**src/design/coab_pkg.sv**
```systemverilog
package coab_pkg;

    localparam int unsigned DimMax      = 8192;
    localparam int unsigned NumLayouts  = 6;

    // register index = paddr[4:2]
    typedef enum logic [2:0] {
        REG_PIXEL_LAYOUT = 3'd0,
        REG_AREA_X       = 3'd1,
        REG_AREA_Y       = 3'd2,
        REG_CURSOR_X     = 3'd3,
        REG_CURSOR_Y     = 3'd4,
        REG_FRAME_WIDTH  = 3'd5,
        REG_FRAME_HEIGHT = 3'd6,
        REG_UNUSED       = 3'd7
    } coab_reg_idx_t;

    typedef struct packed {
        logic        [2:0]  pixel_layout;
        logic        [12:0] area_x;
        logic        [12:0] area_y;
        logic signed [13:0] cursor_x;
        logic signed [13:0] cursor_y;
        logic        [13:0] frame_width;
        logic        [13:0] frame_height;
    } coab_cfg_t;

    // byte index of each colour channel within the frame word
    function automatic logic [1:0] r_byte(input logic [2:0] layout);
        logic [1:0] idx;
        case (layout)
            3'd0:    idx = 2'd2;
            3'd1:    idx = 2'd0;
            3'd2:    idx = 2'd2;
            3'd3:    idx = 2'd0;
            3'd4:    idx = 2'd3;
            3'd5:    idx = 2'd1;
            default: idx = 2'd0;
        endcase
        return idx;
    endfunction

    function automatic logic [1:0] g_byte(input logic [2:0] layout);
        logic [1:0] idx;
        case (layout)
            3'd4, 3'd5: idx = 2'd2;
            default:    idx = 2'd1;
        endcase
        return idx;
    endfunction

    function automatic logic [1:0] b_byte(input logic [2:0] layout);
        logic [1:0] idx;
        case (layout)
            3'd0:    idx = 2'd0;
            3'd1:    idx = 2'd2;
            3'd2:    idx = 2'd0;
            3'd3:    idx = 2'd2;
            3'd4:    idx = 2'd1;
            3'd5:    idx = 2'd3;
            default: idx = 2'd0;
        endcase
        return idx;
    endfunction

endpackage

```
**src/design/coab_cfg_regs.sv**
```systemverilog
module coab_cfg_regs
    import coab_pkg::*;
(
    input  logic        aclk,
    input  logic        aresetn,
    input  logic        psel,
    input  logic        penable,
    input  logic        pwrite,
    input  logic [4:0]  paddr,
    input  logic [31:0] pwdata,
    output logic [31:0] prdata,
    output logic        pready,
    output coab_cfg_t   cfg
);

    coab_cfg_t     cfg_reg;
    coab_reg_idx_t idx;
    logic          wr_en;

    assign idx    = coab_reg_idx_t'(paddr[4:2]);
    assign wr_en  = psel & penable & pwrite;
    assign pready = 1'b1;
    assign cfg    = cfg_reg;

    always_ff @(posedge aclk) begin
        if (!aresetn) begin
            cfg_reg <= '0;
        end else if (wr_en) begin
            case (idx)
                REG_PIXEL_LAYOUT: cfg_reg.pixel_layout <= pwdata[2:0];
                REG_AREA_X:       cfg_reg.area_x       <= pwdata[12:0];
                REG_AREA_Y:       cfg_reg.area_y       <= pwdata[12:0];
                REG_CURSOR_X:     cfg_reg.cursor_x     <= signed'(pwdata[13:0]);
                REG_CURSOR_Y:     cfg_reg.cursor_y     <= signed'(pwdata[13:0]);
                REG_FRAME_WIDTH:  cfg_reg.frame_width  <= pwdata[13:0];
                REG_FRAME_HEIGHT: cfg_reg.frame_height <= pwdata[13:0];
                default: ;
            endcase
        end
    end

    always_comb begin
        case (idx)
            REG_PIXEL_LAYOUT: prdata = {29'd0, cfg_reg.pixel_layout};
            REG_AREA_X:       prdata = {19'd0, cfg_reg.area_x};
            REG_AREA_Y:       prdata = {19'd0, cfg_reg.area_y};
            REG_CURSOR_X:     prdata = {{18{cfg_reg.cursor_x[13]}}, cfg_reg.cursor_x};
            REG_CURSOR_Y:     prdata = {{18{cfg_reg.cursor_y[13]}}, cfg_reg.cursor_y};
            REG_FRAME_WIDTH:  prdata = {18'd0, cfg_reg.frame_width};
            REG_FRAME_HEIGHT: prdata = {18'd0, cfg_reg.frame_height};
            default:          prdata = 32'd0;
        endcase
    end

endmodule

```
**src/design/coab_blend_core.sv**
```systemverilog
module coab_blend_core
    import coab_pkg::*;
(
    input  coab_cfg_t   cfg,
    input  logic [7:0]  cursor_col,
    input  logic [7:0]  cursor_line,
    input  logic [31:0] cursor_argb,
    input  logic [31:0] frame_pixel,
    output logic [31:0] pixel_out,
    output logic [12:0] target_x,
    output logic [12:0] target_y,
    output logic        covered
);

    localparam logic [13:0] DimCap = 14'(DimMax);

    logic signed [15:0] tx;
    logic signed [15:0] ty;
    logic        [13:0] fw;
    logic        [13:0] fh;
    logic               layout_ok;
    logic               hit;
    logic        [7:0]  alpha;
    logic        [7:0]  inv_alpha;
    logic        [1:0]  ri;
    logic        [1:0]  gi;
    logic        [1:0]  bi;

    // clamp oversized frame dims
    assign fw = (cfg.frame_width  > DimCap) ? DimCap : cfg.frame_width;
    assign fh = (cfg.frame_height > DimCap) ? DimCap : cfg.frame_height;

    assign tx = 16'(cfg.cursor_x) - signed'({3'd0, cfg.area_x})
              + signed'({8'd0, cursor_col});
    assign ty = 16'(cfg.cursor_y) - signed'({3'd0, cfg.area_y})
              + signed'({8'd0, cursor_line});

    assign layout_ok = (cfg.pixel_layout < 3'(NumLayouts));
    assign hit = layout_ok
               && !tx[15] && (tx < signed'({2'd0, fw}))
               && !ty[15] && (ty < signed'({2'd0, fh}));

    assign alpha     = cursor_argb[31:24];
    assign inv_alpha = 8'd255 - alpha;
    assign ri        = r_byte(cfg.pixel_layout);
    assign gi        = g_byte(cfg.pixel_layout);
    assign bi        = b_byte(cfg.pixel_layout);

    // per byte: find the channel mapped onto it, then blend
    always_comb begin
        logic [7:0]  d;
        logic [7:0]  src;
        logic        sel;
        logic [15:0] prod;
        logic [16:0] sum;
        logic [8:0]  quot;
        for (int k = 0; k < 4; k++) begin
            d    = frame_pixel[8*k +: 8];
            sel  = 1'b1;
            src  = 8'd0;
            if (ri == 2'(k)) begin
                src = cursor_argb[23:16];
            end else if (gi == 2'(k)) begin
                src = cursor_argb[15:8];
            end else if (bi == 2'(k)) begin
                src = cursor_argb[7:0];
            end else begin
                sel = 1'b0;
            end
            prod = d * inv_alpha;
            // x/255 for x < 65535 as (x + (x>>8) + 1) >> 8, x = prod + 127
            sum  = 17'(prod) + 17'd127;
            sum  = sum + 17'(sum[16:8]) + 17'd1;
            quot = sum[16:8];
            if (hit && sel) begin
                if (alpha == 8'd255) begin
                    pixel_out[8*k +: 8] = src;
                end else begin
                    pixel_out[8*k +: 8] = quot[7:0] + src;
                end
            end else begin
                pixel_out[8*k +: 8] = d;
            end
        end
    end

    assign target_x = hit ? tx[12:0] : 13'd0;
    assign target_y = hit ? ty[12:0] : 13'd0;
    assign covered  = hit;

endmodule

```
**src/design/cursor_overlay_alpha_blend_top.sv**
```systemverilog
// Channel   | Ports                                                  | Dir | Beat
// ----------+--------------------------------------------------------+-----+------------------
// input     | s_valid/s_ready, s_cursor_col/line/argb, s_frame_pixel | in  | one cursor pixel
// result    | m_valid/m_ready, m_pixel_out, m_target_x/y, m_covered  | out | one blended pixel
// config    | psel/penable/pwrite/paddr/pwdata/prdata/pready         | io  | one register write
//
// Two register stages: input register, blend logic, result register.
// One beat per cycle sustained while m_ready stays high; a taken beat sits in the input
// register, then loads the result register once it is free, and m_valid rises with it.
// The input stage takes a beat whenever it is empty or moving on, so a held
// result does not stop intake until both stages are full.
// Reset (aresetn, synchronous, active low) empties both stages and zeroes
// the configuration registers.
module cursor_overlay_alpha_blend_top
    import coab_pkg::*;
(
    input  logic        aclk,
    input  logic        aresetn,

    // config port
    input  logic        psel,
    input  logic        penable,
    input  logic        pwrite,
    input  logic [4:0]  paddr,
    input  logic [31:0] pwdata,
    output logic [31:0] prdata,
    output logic        pready,

    // input beats
    input  logic        s_valid,
    output logic        s_ready,
    input  logic [7:0]  s_cursor_col,
    input  logic [7:0]  s_cursor_line,
    input  logic [31:0] s_cursor_argb,
    input  logic [31:0] s_frame_pixel,

    // result beats
    output logic        m_valid,
    input  logic        m_ready,
    output logic [31:0] m_pixel_out,
    output logic [12:0] m_target_x,
    output logic [12:0] m_target_y,
    output logic        m_covered
);

    coab_cfg_t cfg;

    // input stage
    logic        in_valid_reg, in_valid_next;
    logic [7:0]  col_reg;
    logic [7:0]  row_reg;
    logic [31:0] argb_reg;
    logic [31:0] pix_reg;

    // result stage
    logic        out_valid_reg, out_valid_next;
    logic [31:0] pixel_out_reg;
    logic [12:0] target_x_reg;
    logic [12:0] target_y_reg;
    logic        covered_reg;

    // blend logic outputs
    logic [31:0] pixel_out_c;
    logic [12:0] target_x_c;
    logic [12:0] target_y_c;
    logic        covered_c;

    logic out_ready;
    logic in_take;
    logic out_load;

    coab_cfg_regs u_regs (
        .aclk    (aclk),
        .aresetn (aresetn),
        .psel    (psel),
        .penable (penable),
        .pwrite  (pwrite),
        .paddr   (paddr),
        .pwdata  (pwdata),
        .prdata  (prdata),
        .pready  (pready),
        .cfg     (cfg)
    );

    coab_blend_core u_core (
        .cfg         (cfg),
        .cursor_col  (col_reg),
        .cursor_line (row_reg),
        .cursor_argb (argb_reg),
        .frame_pixel (pix_reg),
        .pixel_out   (pixel_out_c),
        .target_x    (target_x_c),
        .target_y    (target_y_c),
        .covered     (covered_c)
    );

    // result stage frees up when empty or being drained
    assign out_ready = !out_valid_reg || m_ready;
    assign s_ready   = !in_valid_reg || out_ready;
    assign in_take   = s_valid && s_ready;
    assign out_load  = in_valid_reg && out_ready;

    always_comb begin
        in_valid_next = in_valid_reg;
        if (in_take) begin
            in_valid_next = 1'b1;
        end else if (out_load) begin
            in_valid_next = 1'b0;
        end

        out_valid_next = out_valid_reg;
        if (out_load) begin
            out_valid_next = 1'b1;
        end else if (m_ready) begin
            out_valid_next = 1'b0;
        end
    end

    always_ff @(posedge aclk) begin
        if (!aresetn) begin
            in_valid_reg  <= 1'b0;
            out_valid_reg <= 1'b0;
        end else begin
            in_valid_reg  <= in_valid_next;
            out_valid_reg <= out_valid_next;
        end
    end

    // payload, no reset
    always_ff @(posedge aclk) begin
        if (in_take) begin
            col_reg  <= s_cursor_col;
            row_reg  <= s_cursor_line;
            argb_reg <= s_cursor_argb;
            pix_reg  <= s_frame_pixel;
        end
        if (out_load) begin
            pixel_out_reg <= pixel_out_c;
            target_x_reg  <= target_x_c;
            target_y_reg  <= target_y_c;
            covered_reg   <= covered_c;
        end
    end

    assign m_valid     = out_valid_reg;
    assign m_pixel_out = pixel_out_reg;
    assign m_target_x  = target_x_reg;
    assign m_target_y  = target_y_reg;
    assign m_covered   = covered_reg;

endmodule

```
**config.mk**
```make
export PLATFORM = sky130hd
export DESIGN_NAME = cursor_overlay_alpha_blend_top
export DESIGN_NICKNAME = d
export VERILOG_FILES = /design/src/design/coab_pkg.sv /design/src/design/coab_cfg_regs.sv /design/src/design/coab_blend_core.sv /design/src/design/cursor_overlay_alpha_blend_top.sv
export SDC_FILE = /design/constraint.sdc
export NUM_CORES = 1
export LEC_CHECK = 0
export BUFFER_PORTS_ARGS = -buffer_cell sky130_fd_sc_hd__buf_2
export CORE_MARGIN = 2
export CORE_UTILIZATION = 65
export CTS_CLUSTER_DIAMETER = 150
export CTS_CLUSTER_SIZE = 12
export DETAILED_ROUTE_END_ITERATION = 6
export PLACE_DENSITY = 0.87
export SLEW_MARGIN = 20
export SYNTH_ARGS = -nofsm -noshare
export SYNTH_HDL_FRONTEND = slang
export SYNTH_SLANG_ARGS = --single-unit
```
**constraint.sdc**
```tcl
create_clock -name aclk -period 22.8 [get_ports aclk]
set_input_delay 2.28 -clock aclk [delete_from_list [all_inputs] [get_ports aclk]]
set_output_delay 2.28 -clock aclk [all_outputs]
set_load 0.02 [all_outputs]
```
==> results by group <==
Status
  • Status: complete, no violations

Synth
  • Share of synthesized area spent on multiplexers: 2.89%
  • Post-Synth Adder-Cell Area: 28.2%
  • Top post-synthesis cells by count: inv_1, nand2_1, ha_1
  • Post-synthesis sequential area ratio: 23.9%
  • Asr flop ratio synth: 0%
  • Synthesized Nets: 3313
  • Main combinational cell family by area after synthesis: adder cells
  • Number of synthesized flops with an enable pin: 139
  • Ys Warns: 0
  • XOR/XNOR share of the synthesized area: 4.68%
  • Synthesized area: 24700 sq um
  • Main flop type after synthesis: edfxtp_1
  • Most frequent cell after synthesis: inv_1
  • Library cells used by synthesis: 86
  • Seq cells post-synth: 226
  • Share of Yosys cell area claimed by the top area cell type: 16.9%
  • Syn_area_per_cell: 9.02 sq um
  • Mapped Cells: 2740
  • Compound-Gate Fraction of Synth Area: 14.8%
  • Dominant cells by area after synthesis: edfxtp_1, fa_1, ha_1, dfxtp_1, nor2b_1
  • Yosys top cell by area: edfxtp_1
  • Synth Area in Simple Gates: 19.0%

STA
  • Final Setup Violations: 0
  • Clock Skews: 36.4 ps
  • Setup TNS: 0 ps
  • Highest clock rate: 0.104 GHz
  • Final max-slew violation count: 0
  • Unrepaired setup endpoints after global routing: false
  • Final Cycle Share: 42.2%
  • Tmin final: 9610 ps
  • Slew headroom: 26.9%
  • Final hold violations: 0
  • Actual slew at the worst max-slew pin: 1090 ps

Worst hold path
  • Hold WC Path Type: reg -> reg

Clocking
  • Post-cts sizing count: 0
  • Hold Buf Count CTS: 0
  • Setup Buffers After CTS: 0
  • Worst-path clk slew: 80 ps
  • # clock sinks: 226
  • Clock latency on the worst-skew pair: 560 ps
  • Clock tree from TritonCTS: done
  • TritonCTS Buffers: 22
  • CTS HTree Levels: 1
  • CTS root buffer: clkbuf_16
  • Max Root-Sink Buffers: 3

Layout
  • Synth-to-Final Area Change: 7.82%
  • Largest register FFs: 85
  • Design Area, Final: 26600 sq um
  • Fillers: 2822
  • Final Util: 70.9%
  • Finished Layout Cells: 3398
  • Share of layout cells above drive strength 1: 9.84%
  • Fin nets: 3444

Global route
  • Largest net degree at the start of global routing: 88
  • Vias in the first global route: 20900
  • Global-route wire length before repair: 104000 microns
  • Antenna violations before repair: 2
  • Gr ovfl total: 0
  • Total GRT Usage: 33.4%

Job
  • Total of max-cap violations: 0

Placed design
  • I/O Buffers: 196
  • Post-Place Cell Area: 26000 sq um
  • HPWL after DPL: 50000 microns
  • Routability Congestion: 0.990
  • Inst Count DP: 3358

Worst setup path
  • Crit path launch type: flip-flop
  • Worst path most repeated cell: fa_1
  • Slowest CP cell: fa_1
  • CP max FO: 33
  • Critical setup path kind: reg -> reg
  • Worst EP arrival: 9890 ps
  • CP required: 23080 ps
  • Crit-path max cell delay: 550 ps
  • Crit. End Element: flip-flop
  • R2r setup slk: 13190 ps

Die
  • Die W: 199 microns
  • Initial cell density of the core: 65.8%
  • Core box area: 37600 sq um
  • FP Rows: 71
  • Io pins: 218
  • Die area: 39600 sq um
  • Die Y: 199 microns

Detailed routing
  • Post-DR vias/cell: 6.09
  • M1 WL: 25100 microns
  • Met3 WL post-DR: 5010 microns
  • Pre-antenna DRT Iters: 6
  • Antenna-violating nets left: 0
  • Met2 wire length: 31800 microns
  • Number of DRC markers in iteration 0: 1552
  • Vias post-DR: 20700
  • Uppermost layer routed: met4
  • Drt wl/cell: 19.3 microns
  • Routed WL: 65600 microns
  • Residual DRC: 0

Power and ir drop
  • Leak: 0.0119 uW
  • Power Density: 142 nW/um^2
  • Worst VDD drop: 0.110 mV
-- critical path, delay by kind of cell (launching register included) --
kind	cells	cell delay, ps
buffers and inverters	4	600
flip-flops	1	330
AND/OR/NAND/NOR	5	1320
XOR/XNOR	3	850
AO/OA/AOI/OAI	11	2950
adder cells (fa/ha/maj)	8	3250
-- worst paths after layout --
| check | start | endpoint | cells past startpoint |
|---|---|---|---|
| hold / removal | u_regs.cfg[61] | u_regs.cfg[61] | 2 |
| setup reg to reg | argb_reg[29] | m_pixel_out[7] | 31 |
| setup / recovery | argb_reg[29] | m_pixel_out[7] | 31 |
| hold reg to reg | u_regs.cfg[61] | u_regs.cfg[61] | 2 |
-- routing by layer --
metal,vias up,GRT usage (%)
li1,9597,-
met4,0,17.7
met3,226,4.66
met5,-,0
met2,886,58.1
met1,9986,40.3
-- per-stage QoR --
step                      hold slack [ps]  power, uW  setup slack, ps
final                                 473       3780            13190
after floorplan                       443       2710            14360
after CTS                             474       3730            13340
after detailed placement              465       3360            13390
after global routing                  485       4110            12650
after global placement                454       3210            13560
-- final cells by class --
class                   instances  area [sq um]  area share [%]
diodes                          2          5.00          0.0188
repair buffers                212          1100            4.14
flip-flops and latches        226          5920            22.2
well taps                     511           639            2.40
inverters                     294          1100            4.14
clock buffers                  38           642            2.41
multi-input cells            2115         17200            64.7
-- kinds of logic after synthesis --
group / count (synthesis)
AO/OA/AOI/OAI: 543
XOR/XNOR: 129
adder cells (fa/ha/maj): 453
buffers and inverters: 399
flip-flops: 226
multiplexers: 68
other: 1
AND/OR/NAND/NOR: 921
-- power breakdown --
group          total [uW]  switching, uW  internal (uW)
registers             488           18.1            470
clock network         356            166            190
logic                2930           1710           1220
-- cell usage in the layout, fill, tap and decap left out, types with 22 or more instances in the layout --
master / instances
o21ai_0: 113
dfxtp_1: 87
nor3_1: 36
xor2_1: 45
mux2i_1: 51
a21boi_0: 73
nand2b_1: 113
buf_2: 195
a211oi_1: 22
nand3_1: 41
fa_1: 176
nor2_1: 139
inv_1: 293
nor2b_1: 205
a21oi_1: 107
ha_1: 273
o21a_1: 25
clkbuf_16: 23
nand2_1: 284
edfxtp_1: 139
xnor2_1: 82
a21o_1: 46
Note: power is estimated with default switching activity, not from simulation.
